File: config.mk
export PLATFORM = sky130hd
export DESIGN_NAME = rolling_hash_pattern_search_core
export DESIGN_NICKNAME = d
export VERILOG_FILES = /design/src/design/rhps_pkg.sv /design/src/design/rhps_ring.sv /design/src/design/rhps_datapath.sv /design/src/design/rhps_ctrl.sv /design/src/design/rolling_hash_pattern_search_core.sv
export SDC_FILE = /design/constraint.sdc
export NUM_CORES = 2
export LEC_CHECK = 0
export BUFFER_PORTS_ARGS = -buffer_cell sky130_fd_sc_hd__buf_4
export CAP_MARGIN = 20
export CORE_ASPECT_RATIO = 0.9
export CORE_UTILIZATION = 45
export CTS_CLUSTER_SIZE = 10
export DETAILED_ROUTE_END_ITERATION = 10
export GPL_ROUTABILITY_DRIVEN = 0
export PLACE_DENSITY = 0.64
export RECOVER_POWER = 100
export SETUP_SLACK_MARGIN = 0.05
export SYNTH_ARGS = -nofsm -noshare
export SYNTH_HDL_FRONTEND = slang
export SYNTH_SLANG_ARGS = --single-unit
File: constraint.sdc
create_clock -name clk_i -period 14 [get_ports clk_i]
set_clock_uncertainty 0.15 [all_clocks]
set_input_delay 2.1 -clock clk_i [delete_from_list [all_inputs] [get_ports clk_i]]
set_output_delay 2.1 -clock clk_i [all_outputs]
set_load 0.02 [all_outputs]
File: src/design/rhps_pkg.sv
// rhps_pkg: shared constants, types and helpers of the rolling hash pattern search core
// no dependencies; used by every module of the block
`timescale 1ns / 1ps

package rhps_pkg;

  // hash arithmetic
  localparam int HASH_W = 30;
  localparam logic [HASH_W-1:0] HASH_MOD = 30'd1000000009;
  localparam logic [HASH_W-1:0] HASH_BASE = 30'd31;
  // 'a' maps to 1, so the origin sits one below it
  localparam logic [7:0] CHAR_ORIGIN = 8'd96;

  // barrett reduction of a product below 2^(2*HASH_W)
  localparam int PROD_W = 2 * HASH_W;
  localparam int MU_W = HASH_W + 1;
  localparam logic [MU_W-1:0] BARRETT_MU = MU_W'((64'd1 << PROD_W) / 64'(HASH_MOD));
  // remainder before correction stays below three moduli
  localparam int REM_W = HASH_W + 2;
  localparam logic [REM_W-1:0] MOD_X1 = REM_W'(HASH_MOD);
  localparam logic [REM_W-1:0] MOD_X2 = MOD_X1 << 1;

  // interface widths
  localparam int CHAR_W = 8;
  localparam int LEN_CFG_W = 7;
  localparam int START_W = 32;
  localparam int CFG_IDX_W = 2;
  localparam int CFG_DATA_W = 32;

  // parameter defaults
  localparam int MAX_PATTERN_DEF = 64;
  localparam int POS_BITS_DEF = 32;

  typedef enum logic [CFG_IDX_W-1:0] {
    CFG_PATTERN_HASH   = 2'd0,
    CFG_PATTERN_LENGTH = 2'd1,
    CFG_TOP_WEIGHT     = 2'd2
  } cfg_idx_e;

  typedef struct packed {
    logic accept;
    logic drop_mul;
    logic red_q1;
    logic red_qm;
    logic red_sub;
    logic red_fix;
    logic hash_mix;
    logic hash_mul;
    logic done;
  } ctrl_cmd_t;

  typedef struct packed {
    logic full;
    logic out_busy;
  } ctrl_status_t;

  // byte to residue: byte - 96 taken modulo the hash modulus
  function automatic logic [HASH_W-1:0] char_value(input logic [CHAR_W-1:0] b);
    if (b >= CHAR_ORIGIN) begin
      return HASH_W'(b) - HASH_W'(CHAR_ORIGIN);
    end else begin
      return HASH_MOD - (HASH_W'(CHAR_ORIGIN) - HASH_W'(b));
    end
  endfunction

endpackage

File: src/design/rhps_ring.sv
// rhps_ring: history ring of recent text bytes, one write and one registered read port
// depends on rhps_pkg for parameter defaults; instantiated by rhps_datapath
`timescale 1ns / 1ps

module rhps_ring #(
  parameter int DEPTH  = rhps_pkg::MAX_PATTERN_DEF,
  parameter int ADDR_W = $clog2(rhps_pkg::MAX_PATTERN_DEF),
  parameter int DATA_W = rhps_pkg::CHAR_W
) (
  input  logic              clk_i,
  input  logic              rd_en_i,
  input  logic [ADDR_W-1:0] rd_addr_i,
  output logic [DATA_W-1:0] rd_data_o,
  input  logic              wr_en_i,
  input  logic [ADDR_W-1:0] wr_addr_i,
  input  logic [DATA_W-1:0] wr_data_i
);

  logic [DATA_W-1:0] mem_q [DEPTH];
  logic [DATA_W-1:0] rd_data_q;

  always_ff @(posedge clk_i) begin
    if (wr_en_i) begin
      mem_q[wr_addr_i] <= wr_data_i;
    end
  end

  always_ff @(posedge clk_i) begin
    if (rd_en_i) begin
      rd_data_q <= mem_q[rd_addr_i];
    end
  end

  assign rd_data_o = rd_data_q;

endmodule

File: src/design/rhps_datapath.sv
// rhps_datapath: configuration registers, window state, barrett reducer and result register
// depends on rhps_pkg and rhps_ring; driven by rhps_ctrl commands
`timescale 1ns / 1ps

module rhps_datapath #(
  parameter int MAX_PATTERN = rhps_pkg::MAX_PATTERN_DEF,
  parameter int POS_BITS    = rhps_pkg::POS_BITS_DEF
) (
  input  logic                            clk_i,
  input  logic                            rst_ni,
  input  rhps_pkg::ctrl_cmd_t             cmd_i,
  output rhps_pkg::ctrl_status_t          status_o,
  input  logic                            cfg_valid_i,
  output logic                            cfg_ready_o,
  input  logic [rhps_pkg::CFG_IDX_W-1:0]  cfg_index_i,
  input  logic [rhps_pkg::CFG_DATA_W-1:0] cfg_data_i,
  input  logic [rhps_pkg::CHAR_W-1:0]     text_char_i,
  input  logic                            last_char_i,
  output logic                            res_valid_o,
  input  logic                            res_stall_i,
  output logic                            match_o,
  output logic [rhps_pkg::START_W-1:0]    match_start_o,
  output logic                            text_end_o
);

  localparam int HW = rhps_pkg::HASH_W;
  localparam int PW = rhps_pkg::PROD_W;
  localparam int MW = rhps_pkg::MU_W;
  localparam int RW = rhps_pkg::REM_W;
  localparam int PTR_W = (MAX_PATTERN > 1) ? $clog2(MAX_PATTERN) : 1;
  localparam int LEN_W = ($clog2(MAX_PATTERN + 1) > rhps_pkg::LEN_CFG_W) ?
                         $clog2(MAX_PATTERN + 1) : rhps_pkg::LEN_CFG_W;
  localparam int SW = LEN_W + 1;
  localparam int CW = (POS_BITS > LEN_W) ? POS_BITS : LEN_W;
  localparam int XW = (POS_BITS > rhps_pkg::START_W) ? POS_BITS : rhps_pkg::START_W;

  // configuration
  logic [HW-1:0]                  pat_hash_q, pat_hash_d;
  logic [rhps_pkg::LEN_CFG_W-1:0] pat_len_q, pat_len_d;
  logic [HW-1:0]                  top_w_q, top_w_d;
  logic [HW-1:0]                  cfg_tw;
  logic                           cfg_we;

  // window state
  logic [HW-1:0]       h_q;
  logic [POS_BITS-1:0] idx_q;
  logic [PTR_W-1:0]    ptr_q, ptr_inc;

  // item and arithmetic
  logic [rhps_pkg::CHAR_W-1:0] byte_q;
  logic                        last_q;
  logic                        full_q;
  logic [PW-1:0]               prod_q, prod_d;
  logic [2*MW-1:0]             t_q, t_d;
  logic [RW-1:0]               qm_q, qm_d;
  logic [MW+HW-1:0]            qm_full;
  logic [RW-1:0]               r_q, r_d;
  logic [HW-1:0]               red_q, red_d;
  logic [HW-1:0]               hd_q, hd_d;
  logic [HW:0]                 mix_sum;

  // window geometry
  logic [LEN_W-1:0] len_ext, eff_len;
  logic [CW-1:0]    idx_c, len_c, start_c;
  logic [XW-1:0]    start_x;
  logic             full, reached;
  logic [SW-1:0]    slot_sum, slot;
  logic [PTR_W-1:0] rd_addr;
  logic [rhps_pkg::CHAR_W-1:0] ring_rd;

  // result register
  logic                         res_valid_q;
  logic                         match_q;
  logic [rhps_pkg::START_W-1:0] start_q;
  logic                         end_q;

  assign cfg_ready_o = 1'b1;
  assign cfg_we      = cfg_valid_i && cfg_ready_o;
  assign cfg_tw      = cfg_data_i[HW-1:0];

  always_comb begin
    pat_hash_d = pat_hash_q;
    pat_len_d  = pat_len_q;
    top_w_d    = top_w_q;
    unique case (cfg_index_i)
      rhps_pkg::CFG_PATTERN_HASH:   pat_hash_d = cfg_data_i[HW-1:0];
      rhps_pkg::CFG_PATTERN_LENGTH: pat_len_d  = cfg_data_i[rhps_pkg::LEN_CFG_W-1:0];
      // stored already reduced into the modulus
      rhps_pkg::CFG_TOP_WEIGHT: begin
        top_w_d = (cfg_tw >= rhps_pkg::HASH_MOD) ? cfg_tw - rhps_pkg::HASH_MOD : cfg_tw;
      end
      default: ;
    endcase
  end

  always_ff @(posedge clk_i or negedge rst_ni) begin
    if (!rst_ni) begin
      pat_hash_q <= '0;
      pat_len_q  <= rhps_pkg::LEN_CFG_W'(1);
      top_w_q    <= HW'(1);
    end else if (cfg_we) begin
      pat_hash_q <= pat_hash_d;
      pat_len_q  <= pat_len_d;
      top_w_q    <= top_w_d;
    end
  end

  // effective length, clamped to 1..MAX_PATTERN
  assign len_ext = LEN_W'(pat_len_q);
  always_comb begin
    priority if (len_ext == '0) begin
      eff_len = LEN_W'(1);
    end else if (len_ext > LEN_W'(MAX_PATTERN)) begin
      eff_len = LEN_W'(MAX_PATTERN);
    end else begin
      eff_len = len_ext;
    end
  end

  assign idx_c   = CW'(idx_q);
  assign len_c   = CW'(eff_len);
  assign full    = idx_c >= len_c;
  assign reached = idx_c >= (len_c - CW'(1));
  assign start_c = idx_c - (len_c - CW'(1));
  assign start_x = XW'(start_c);

  // slot of the byte leaving the window
  assign slot_sum = SW'(ptr_q) + SW'(MAX_PATTERN) - SW'(eff_len);
  assign slot     = (slot_sum >= SW'(MAX_PATTERN)) ? slot_sum - SW'(MAX_PATTERN) : slot_sum;
  assign rd_addr  = slot[PTR_W-1:0];
  assign ptr_inc  = (ptr_q == PTR_W'(MAX_PATTERN - 1)) ? '0 : ptr_q + PTR_W'(1);

  rhps_ring #(
    .DEPTH  (MAX_PATTERN),
    .ADDR_W (PTR_W),
    .DATA_W (rhps_pkg::CHAR_W)
  ) u_ring (
    .clk_i     (clk_i),
    .rd_en_i   (cmd_i.accept),
    .rd_addr_i (rd_addr),
    .rd_data_o (ring_rd),
    .wr_en_i   (cmd_i.done),
    .wr_addr_i (ptr_q),
    .wr_data_i (byte_q)
  );

  // product feeding the reducer: drop term or shifted window plus new byte
  always_comb begin
    prod_d = prod_q;
    if (cmd_i.drop_mul) begin
      prod_d = PW'(top_w_q) * PW'(rhps_pkg::char_value(ring_rd));
    end else if (cmd_i.hash_mul) begin
      prod_d = PW'(hd_q) * PW'(rhps_pkg::HASH_BASE) + PW'(rhps_pkg::char_value(byte_q));
    end
  end

  // barrett: quotient estimate, its multiple, remainder, correction by up to two moduli
  assign t_d     = (2*MW)'(prod_q[PW-1:HW-1]) * (2*MW)'(rhps_pkg::BARRETT_MU);
  assign qm_full = (MW+HW)'(t_q[2*MW-1:HW+1]) * (MW+HW)'(rhps_pkg::HASH_MOD);
  assign qm_d    = qm_full[RW-1:0];
  assign r_d     = prod_q[RW-1:0] - qm_q;

  always_comb begin
    priority if (r_q >= rhps_pkg::MOD_X2) begin
      red_d = HW'(r_q - rhps_pkg::MOD_X2);
    end else if (r_q >= rhps_pkg::MOD_X1) begin
      red_d = HW'(r_q - rhps_pkg::MOD_X1);
    end else begin
      red_d = HW'(r_q);
    end
  end

  // window hash minus drop term, modulo
  assign mix_sum = (HW+1)'(h_q) + (HW+1)'(rhps_pkg::HASH_MOD) - (HW+1)'(red_q);
  always_comb begin
    if (!full_q) begin
      hd_d = h_q;
    end else if (mix_sum >= (HW+1)'(rhps_pkg::HASH_MOD)) begin
      hd_d = HW'(mix_sum - (HW+1)'(rhps_pkg::HASH_MOD));
    end else begin
      hd_d = HW'(mix_sum);
    end
  end

  always_ff @(posedge clk_i) begin
    if (cmd_i.accept) begin
      byte_q <= text_char_i;
      last_q <= last_char_i;
      full_q <= full;
    end
    if (cmd_i.drop_mul || cmd_i.hash_mul) begin
      prod_q <= prod_d;
    end
    if (cmd_i.red_q1) begin
      t_q <= t_d;
    end
    if (cmd_i.red_qm) begin
      qm_q <= qm_d;
    end
    if (cmd_i.red_sub) begin
      r_q <= r_d;
    end
    if (cmd_i.red_fix) begin
      red_q <= red_d;
    end
    if (cmd_i.hash_mix) begin
      hd_q <= hd_d;
    end
    if (cmd_i.done) begin
      match_q <= reached && (red_q == pat_hash_q);
      start_q <= reached ? start_x[rhps_pkg::START_W-1:0] : '0;
      end_q   <= last_q;
    end
  end

  // window state commit, cleared after the last byte of a text
  always_ff @(posedge clk_i or negedge rst_ni) begin
    if (!rst_ni) begin
      h_q   <= '0;
      idx_q <= '0;
      ptr_q <= '0;
    end else if (cmd_i.done) begin
      if (last_q) begin
        h_q   <= '0;
        idx_q <= '0;
        ptr_q <= '0;
      end else begin
        h_q   <= red_q;
        ptr_q <= ptr_inc;
        if (idx_q != '1) begin
          idx_q <= idx_q + POS_BITS'(1);
        end
      end
    end
  end

  always_ff @(posedge clk_i or negedge rst_ni) begin
    if (!rst_ni) begin
      res_valid_q <= 1'b0;
    end else if (cmd_i.done) begin
      res_valid_q <= 1'b1;
    end else if (res_valid_q && !res_stall_i) begin
      res_valid_q <= 1'b0;
    end
  end

  assign status_o.full     = full;
  assign status_o.out_busy = res_valid_q && res_stall_i;

  assign res_valid_o   = res_valid_q;
  assign match_o       = match_q;
  assign match_start_o = start_q;
  assign text_end_o    = end_q;

`ifndef SYNTH
  a_red_in_range: assert property (@(posedge clk_i) disable iff (!rst_ni)
    cmd_i.red_fix |=> red_q < rhps_pkg::HASH_MOD)
    else $error("reducer output not below modulus");

  a_mix_in_range: assert property (@(posedge clk_i) disable iff (!rst_ni)
    cmd_i.hash_mix |=> hd_q < rhps_pkg::HASH_MOD)
    else $error("window hash after drop not below modulus");

  a_hash_in_range: assert property (@(posedge clk_i) disable iff (!rst_ni)
    h_q < rhps_pkg::HASH_MOD)
    else $error("window hash not below modulus");

  a_text_end_clears: assert property (@(posedge clk_i) disable iff (!rst_ni)
    cmd_i.done && last_q |=> idx_q == '0 && ptr_q == '0 && h_q == '0)
    else $error("state not cleared after last byte");

  a_no_result_overwrite: assert property (@(posedge clk_i) disable iff (!rst_ni)
    cmd_i.done |-> !(res_valid_q && res_stall_i))
    else $error("pending result overwritten");
`endif

endmodule

File: src/design/rhps_ctrl.sv
// rhps_ctrl: sequencer that steps one text byte through the drop and update reductions
// depends on rhps_pkg; drives rhps_datapath through command and status structs
`timescale 1ns / 1ps

module rhps_ctrl (
  input  logic                   clk_i,
  input  logic                   rst_ni,
  input  logic                   text_valid_i,
  output logic                   text_stall_o,
  input  rhps_pkg::ctrl_status_t status_i,
  output rhps_pkg::ctrl_cmd_t    cmd_o
);

  typedef enum logic [8:0] {
    ST_IDLE     = 9'b000000001,
    ST_DROP_MUL = 9'b000000010,
    ST_RED_Q1   = 9'b000000100,
    ST_RED_QM   = 9'b000001000,
    ST_RED_SUB  = 9'b000010000,
    ST_RED_FIX  = 9'b000100000,
    ST_HASH_MIX = 9'b001000000,
    ST_HASH_MUL = 9'b010000000,
    ST_DONE     = 9'b100000000
  } state_e;

  state_e state_q, state_d;
  // set once the reducer works on the updated window rather than the drop term
  logic   second_q, second_d;
  logic   accept;

  assign accept       = (state_q == ST_IDLE) && text_valid_i;
  assign text_stall_o = (state_q != ST_IDLE);

  always_comb begin
    state_d  = state_q;
    second_d = second_q;
    unique case (state_q)
      ST_IDLE: begin
        if (text_valid_i) begin
          second_d = 1'b0;
          state_d  = status_i.full ? ST_DROP_MUL : ST_HASH_MIX;
        end
      end
      ST_DROP_MUL: state_d = ST_RED_Q1;
      ST_RED_Q1:   state_d = ST_RED_QM;
      ST_RED_QM:   state_d = ST_RED_SUB;
      ST_RED_SUB:  state_d = ST_RED_FIX;
      ST_RED_FIX:  state_d = second_q ? ST_DONE : ST_HASH_MIX;
      ST_HASH_MIX: state_d = ST_HASH_MUL;
      ST_HASH_MUL: begin
        second_d = 1'b1;
        state_d  = ST_RED_Q1;
      end
      ST_DONE: begin
        if (!status_i.out_busy) begin
          state_d = ST_IDLE;
        end
      end
      default: state_d = ST_IDLE;
    endcase
  end

  always_ff @(posedge clk_i or negedge rst_ni) begin
    if (!rst_ni) begin
      state_q  <= ST_IDLE;
      second_q <= 1'b0;
    end else begin
      state_q  <= state_d;
      second_q <= second_d;
    end
  end

  always_comb begin
    cmd_o          = '0;
    cmd_o.accept   = accept;
    cmd_o.drop_mul = (state_q == ST_DROP_MUL);
    cmd_o.red_q1   = (state_q == ST_RED_Q1);
    cmd_o.red_qm   = (state_q == ST_RED_QM);
    cmd_o.red_sub  = (state_q == ST_RED_SUB);
    cmd_o.red_fix  = (state_q == ST_RED_FIX);
    cmd_o.hash_mix = (state_q == ST_HASH_MIX);
    cmd_o.hash_mul = (state_q == ST_HASH_MUL);
    cmd_o.done     = (state_q == ST_DONE) && !status_i.out_busy;
  end

endmodule

File: src/design/rolling_hash_pattern_search_core.sv
// rolling_hash_pattern_search_core: top level of the rolling hash pattern search
// depends on rhps_pkg, rhps_ctrl and rhps_datapath
`timescale 1ns / 1ps

// Usage
//   text channel: text_valid_i / text_stall_o with text_char_i and last_char_i. One byte
//   per transaction. last_char_i ends a text; window hash, index and ring pointer clear
//   once that byte's result is formed.
//   result channel: res_valid_o / res_stall_i with match_o, match_start_o and text_end_o.
//   Exactly one result per accepted byte, in order.
//   config channel: cfg_valid_i / cfg_ready_o, cfg_index_i selects pattern_hash (0),
//   pattern_length (1) or top_weight (2); other indexes are ignored. Ready is always high.
//   Write only while no byte is in flight.
// Sequencing
//   While the window is still filling, only the updated window passes through the
//   barrett reducer. With a full window the leaving byte's weight product and the
//   updated window both pass through the same four-stage barrett reducer, one after
//   the other. A new byte is taken only once the previous one has left the final step.
// Reset and stall
//   Reset clears the window state, restores the configuration defaults and empties the
//   result register. The history ring needs no clearing. A stalled result is held in the
//   output register while the next byte is taken and worked on; that byte then waits in
//   its final step until the register frees.

module rolling_hash_pattern_search_core #(
  parameter int MAX_PATTERN = rhps_pkg::MAX_PATTERN_DEF,
  parameter int POS_BITS    = rhps_pkg::POS_BITS_DEF
) (
  input  logic                            clk_i,
  input  logic                            rst_ni,
  input  logic                            cfg_valid_i,
  output logic                            cfg_ready_o,
  input  logic [rhps_pkg::CFG_IDX_W-1:0]  cfg_index_i,
  input  logic [rhps_pkg::CFG_DATA_W-1:0] cfg_data_i,
  input  logic                            text_valid_i,
  output logic                            text_stall_o,
  input  logic [rhps_pkg::CHAR_W-1:0]     text_char_i,
  input  logic                            last_char_i,
  output logic                            res_valid_o,
  input  logic                            res_stall_i,
  output logic                            match_o,
  output logic [rhps_pkg::START_W-1:0]    match_start_o,
  output logic                            text_end_o
);

  rhps_pkg::ctrl_cmd_t    cmd;
  rhps_pkg::ctrl_status_t status;

  rhps_ctrl u_ctrl (
    .clk_i        (clk_i),
    .rst_ni       (rst_ni),
    .text_valid_i (text_valid_i),
    .text_stall_o (text_stall_o),
    .status_i     (status),
    .cmd_o        (cmd)
  );

  rhps_datapath #(
    .MAX_PATTERN (MAX_PATTERN),
    .POS_BITS    (POS_BITS)
  ) u_datapath (
    .clk_i         (clk_i),
    .rst_ni        (rst_ni),
    .cmd_i         (cmd),
    .status_o      (status),
    .cfg_valid_i   (cfg_valid_i),
    .cfg_ready_o   (cfg_ready_o),
    .cfg_index_i   (cfg_index_i),
    .cfg_data_i    (cfg_data_i),
    .text_char_i   (text_char_i),
    .last_char_i   (last_char_i),
    .res_valid_o   (res_valid_o),
    .res_stall_i   (res_stall_i),
    .match_o       (match_o),
    .match_start_o (match_start_o),
    .text_end_o    (text_end_o)
  );

endmodule

=== After elaboration in Yosys (flattened, before gate mapping) ===
Memories as Yosys holds them, arrays and structs flattened. A register that Yosys moved wholly into a read port is not among the register bits.
Cells that the tools add are included.

* Register bits: 435
* Latch bits: 0
* Bits in writable memories: 512
* Memory bits (read-only): 0
* Input port bits: 48
* Output and inout port bits: 37
* Memories: 1

{| class="wikitable"
|+ Memory list
! memory !! depth !! width !! rd ports !! clocked after Yosys merged registers in !! write ports !! line !! text
|-
| u_datapath.u_ring.mem_q || 64 || 8 || 1 || 1 || 1 || rhps_ring.sv:19 || <nowiki>logic [DATA_W-1:0] mem_q [DEPTH];</nowiki>
|}

* Add/subtract/negate cells: 21
* $mul: 4
* Divide/modulo/power cells: 0
* Order comparisons: 10
* Equality and inequality tests: 17
* Shift-type cells: 0
* Muxes and demuxes: 31
* Bitwise gates (word level): 0
* Reduce and logical (&&, ||, !) cells: 22

{| class="wikitable"
|+ Operator list
! kind !! count
|-
| 30-bit 2-to-1 mux || 11
|-
| 60-bit 2-to-1 mux || 2
|-
| 30-bit subtractor (second input constant) || 4
|-
| 9-bit case mux with 8 select lines || 1
|-
| 32-bit 2-to-1 mux || 2
|-
| 32-bit subtractor || 2
|-
| 31-bit by 30-bit multiplier with 61-bit output (second input constant) || 1
|-
| 30-bit by 30-bit multiplier with 60-bit output || 1
|-
| 30-bit subtractor (first input constant) || 2
|-
| 35-bit by 30-bit adder with 36-bit output || 1
|-
| 30-bit by 5-bit multiplier with 35-bit output (second input constant) || 1
|-
| 32-bit by 1-bit adder with 32-bit output (second input constant) || 1
|-
| 32-bit by 30-bit >= comparator with 1-bit output (second input constant) || 1
|-
| 32-bit by 31-bit >= comparator with 1-bit output (second input constant) || 1
|-
| 32-bit >= comparator || 1
|-
| 32-bit by 7-bit >= comparator with 1-bit output || 1
|-
| 31-bit by 30-bit multiplier with 32-bit output (second input constant) || 1
|-
| 32-bit inequality test (second input constant) || 1
|-
| 30-bit by 30-bit adder with 31-bit output (second input constant) || 1
|-
| 31-bit by 30-bit >= comparator with 1-bit output (second input constant) || 1
|-
| 31-bit by 30-bit subtractor with 31-bit output || 1
|-
| 30-bit == test || 1
|-
| 30-bit >= comparator (second input constant) || 1
|-
| 9-bit 2-to-1 mux || 3
|-
| 35 further kinds || 62
|}

=== Longest topological paths before layout ===
* Depth after elaboration: 8
* Depth in mapped cells: 43
* Depth with buffers taken out: 41

=== By module ===
Synthesis repeated with hierarchy kept, for this count alone.

* Cells, all modules: 8,565
* Area total of the unflattened synthesis: 96,184.7 um^2

{| class="wikitable"
|+ Modules (own cells, without submodules)
! module !! times used !! cells an instance !! area an instance (um^2)
|-
| rhps_datapath || 1 || 7,551 || 75,212.1
|-
| rhps_ring || 1 || 940 || 20,246.9
|-
| rhps_ctrl || 1 || 74 || 725.7
|}

=== Least setup slack after synthesis ===
OpenSTA, ideal clock, no wires.

* Path kind: register to register
* Start: register u_datapath.u_ring.rd_data_q[0] (netlist: u_datapath.u_ring.rd_data_o[0]), read port of u_datapath.u_ring.mem_q
* End: register u_datapath.prod_q[40] (data pin)
* Library setup time: 261 ps
* Arrival: 9,270 ps
* Required time: 13,589 ps
* Path slack: 4,319 ps
* Cell stages (with the launch flop): 40
* Clock period less this slack: 9,681 ps
* Cells stage by stage: edfxtp_1 -> inv_1 -> ha_1 -> nor3b_1 -> nand2b_1 -> o31ai_1 -> clkbuf_1 -> nand2_1 -> clkbuf_1 -> nand2_1 -> inv_1 -> fa_1 -> inv_1 -> fa_1 -> inv_1 -> fa_1 -> inv_1 -> fa_1 -> [... 4 more ...] -> inv_1 -> fa_1 -> inv_1 -> fa_1 -> inv_1 -> ha_1 -> clkbuf_1 -> a21o_1 -> a21oi_1 -> o21ai_0 -> a211oi_1 -> a21oi_1 -> a31oi_1 -> o311ai_0 -> a31o_2 -> a21oi_1 -> nor4b_1 -> a221o_1

* Longest elaborated chain between the ends: 6
* Elaborated cells between the ends (all ways): 8

{| class="wikitable"
|+ Ends and longest elaborated chain
! item !! line !! text
|-
| start, declared || rhps_ring.sv:20 || <nowiki>logic [DATA_W-1:0] rd_data_q;</nowiki>
|-
| 7-bit by 8-bit subtractor with 9-bit output || rhps_pkg.sv:62 || <nowiki>return HASH_MOD - (HASH_W'(CHAR_ORIGIN) - HASH_W'(b));</nowiki>
|-
| 30-bit subtractor || rhps_pkg.sv:62 ||
|-
| 30-bit 2-to-1 mux * || rhps_pkg.sv:59 || <nowiki>if (b >= CHAR_ORIGIN) begin</nowiki>
|-
| 30-bit 2-to-1 mux * || rhps_datapath.sv:150 || <nowiki>if (cmd_i.drop_mul) begin</nowiki>
|-
| 30-bit by 30-bit multiplier with 60-bit output * || rhps_datapath.sv:151 || <nowiki>prod_d = PW'(top_w_q) * PW'(rhps_pkg::char_value(ring_rd));</nowiki>
|-
| 60-bit 2-to-1 mux * || rhps_datapath.sv:150 ||
|-
| end signal, assigned || rhps_datapath.sv:192 || <nowiki>prod_q <= prod_d;</nowiki>
|-
| end, declared || rhps_datapath.sv:53 || <nowiki>logic [PW-1:0] prod_q, prod_d;</nowiki>
|}

Mark *: on every way between the ends. The rest lies on a longest branch, timed or not. The select of a mux whose other input is x is not followed.
A chain may end at the register's enable or synchronous reset.

=== Worst setup path in the final report ===
* Start: register u_datapath.u_ring.rd_data_q[2] (netlist: u_datapath.u_ring.rd_data_o[2]), read port of u_datapath.u_ring.mem_q
* End: register u_datapath.prod_q[59] (data pin)

The elaborated chain is that of the path after synthesis.

==> flow_summary_export.csv <==
group,metric,value,unit
route,drtPass1Iterations,6,
floorplan,die_y,439,um
synthesis,syn_area,95400,sq um
critical_path,reg2reg_depth,38,
clock_network,numCtsBuffers,108,
timing,tns,0,ps
clock_network,cts.sinks,925,
synthesis,synth_top_area_cell,"fa_1",
route,drt_iter0_drc,4721,
critical_path,worst-endpoint-arrival,12490,ps
timing,slew_violations,1252,
timing,clock.fmax,82.1,MHz
placement,post-dp-hpwl,198000,um
timing,setup_viol,0,
critical_path,required,14310,ps
synthesis,yosys_warnings,0,
clock_network,root_buffer,"clkbuf_16",
route,wire_per_inst,21.6,um
layout,fin_nets,10900,
critical_path,endpoint_kind,"flip-flop",
critical_path,cp.depth,38,
floorplan,coreArea,210000,sq um
layout,nFillCells,18800,
synthesis,seq_area_frac_synth,28.4,%
critical_path,path_buf_inv,9,
synthesis,synthCells,8480,
clock_network,clkTransAtPathRegs,60,ps
synthesis,async_reset_ff_share,15.8,%
critical_path,crit_family,"adder cells",
critical_path,path_class,"flip-flop to flip-flop",
layout,drive_above_1_share,5.47,%
synthesis,synth_top_flop_cell,"edfxtp_1",
layout,final_cell_mix,"inv_1, fa_1, ha_1, edfxtp_1, nand2_1",
layout,flow.area_growth_from_synthesis,7.34,%
synthesis,postSynthAreaPerCell,11.3,sq um
synthesis,synth_top_area_share,27.6,%
critical_path,r2r_setup_slack,1820,ps
critical_path,crit_path_top_delay_cell,"nor4_1",
route,drc,0,
job,maxCapViolCount,26,
layout,final_common_cell,"inv_1",
grt,grt_pass1_vias,65500,
clock_network,clock_path_buffers,3,
grt,grt_max_degree,89,
timing,fin_crit_sh,87.0,%
timing,slew_headroom,-241,%
layout,ff_latch_area,27000,sq um
critical_path,crit_fanout,18,
grt,grt_first_pass_wirelength,387000,um
critical_path,path_common_cell,"fa_1",
critical_path,r2r_start,"u_datapath.u_ring.rd_data_o[2]",
timing,fin_crit,12180,ps
timing,finalHoldViolCount,0,
floorplan,die_w,487,um
synthesis,synthTopCellsByArea,"fa_1, edfxtp_1, ha_1",
grt,gr-usage-all-layers,23.8,%
status,run_status,"complete, but fails checks",
clock_network,cts_tree,"built",
floorplan,io_pins,85,
critical_path,r2r-end,"u_datapath.prod_q[59]",
route,vias,61800,
synthesis,synth-edff-count,779,
route,ant_nets,0,
synthesis,yosys.cell_types.count,98,
floorplan,rows,159,
critical_path,start_kind,"flip-flop",
clock_network,cts_resized,0,
grt,grt_overflow,0,
layout,multi_input_area,60600,sq um
timing,tightest_slew,5110,ps
floorplan,start_util,45.5,%
timing,grt_setup_unrepaired,"false",
worst_hold_path,min_from,"u_datapath.h_q[25]",
clock_network,cts_hold_buf,0,
worst_hold_path,min_to,"u_datapath.h_q[25]",
synthesis,synth_seq_cells,925,
clock_network,h-tree-depth,3,
floorplan,die_area,214000,sq um
worst_hold_path,holdPathStages,2,
clock_network,cts_setup_buffers,0,
critical_path,critPathMaxStageDelay,930,ps
worst_hold_path,hp-class,"flip-flop to flip-flop",
status,violations,"capacitance limit, slew limit",
route,viasPerCell,5.40,
placement,port_buffers,81,
clock_network,clk_latency,780,ps
route,drt_wl_total,247000,um
grt,antenna_found_initial,28,
==> synth_stat cells (22+ instances only) <==
cell	n
inv_1	1882
fa_1	1313
ha_1	1028
edfxtp_1	779
nand2_1	483
nor2_1	358
a21oi_1	288
xnor2_1	231
o21ai_0	212
and2_1	193
clkbuf_1	191
xor2_1	170
mux4_2	160
dfrtp_1	143
a21o_1	124
nand3_1	91
nor3_1	75
nor2b_1	51
nand4_1	46
a31oi_1	43
mux2_2	42
o21a_1	38
a211oi_1	36
and3_1	36
nand2b_1	36
o31ai_1	33
o21bai_1	32
nor4_1	24
or3_1	22
==> worst max path at each step <==
stage	startpoint	endpoint	slack [ps]
global placement	u_datapath.u_ring.rd_data_o[0]	u_datapath.prod_q[59]	2440
finish	u_datapath.u_ring.rd_data_o[2]	u_datapath.prod_q[59]	1820
CTS	u_datapath.u_ring.rd_data_o[0]	u_datapath.prod_q[59]	2310
floorplan	u_datapath.u_ring.rd_data_o[0]	u_datapath.prod_q[40]	4320
global route	u_datapath.u_ring.rd_data_o[0]	u_datapath.prod_q[59]	1300
detailed placement	u_datapath.u_ring.rd_data_o[0]	u_datapath.prod_q[59]	2370
==> cells by family after synthesis <==
group / Yosys count / synth area share (%)
compound gates: 995 / 6.65
xor+xnor: 401 / 3.68
fa+ha+maj: 2341 / 41.0
buf+inv: 2101 / 8.29
flops: 925 / 28.4
mux: 216 / 4.42
other cells: 1 / 0.00393
simple gates: 1500 / 7.57
==> layer usage <==
layer / up-vias / GRT usage, % / routed length, um
met5: - / 0 / 108
met4: 18 / 6.90 / 7400
met2: 2169 / 36.9 / 111000
li1: 27900 / - / -
met3: 376 / 4.32 / 19900
met1: 31400 / 34.0 / 109000
==> worst reg2reg max path: cells and delay by family (launching register included) <==
kind            cells  cell delay, ps
simple gates       11            3550
mux                 1             330
flops               1             440
fa+ha+maj           9            4370
compound gates      7            1650
xor+xnor            1             150
buf+inv             9            1280
==> final cells by class <==
class                   instances  area share [%]
repair buffers                160           0.883
well taps                    2817            3.44
diodes                         12          0.0293
flip-flops and latches        925            26.4
multi-input cells            5479            59.2
clock buffers                 145            2.84
inverters                    1884            6.91
clock inverters                19           0.283
==> flip-flops by register name, summed over array words and instances (netlist names), 9 cells and up <==
name	cells
u_ctrl.state_q	9
u_datapath.h_q	30
u_datapath.hd_q	30
u_datapath.idx_c	32
u_datapath.match_start_o	32
u_datapath.pat_hash_q	30
u_datapath.prod_q	60
u_datapath.qm_q	32
u_datapath.r_q	32
u_datapath.red_q	30
u_datapath.t_q	31
u_datapath.top_w_q	30
u_datapath.u_ring.mem_q	512
==> stage by stage <==
step	utilization (%)	instances	hold WS [ps]	setup WS [ps]	instance area, sq um
final	48.8	11400	335	1820	102000
after global routing	48.8	11400	377	1300	102000
after CTS	49.0	11400	336	2310	103000
after detailed placement	47.5	11300	322	2370	99500
after global placement	47.5	11300	315	2440	99500
after floorplan	-	8505	274	4320	95500
Power is not shown: default switching activity piles up to over one toggle a cycle in this logic, so the estimate is an artifact.
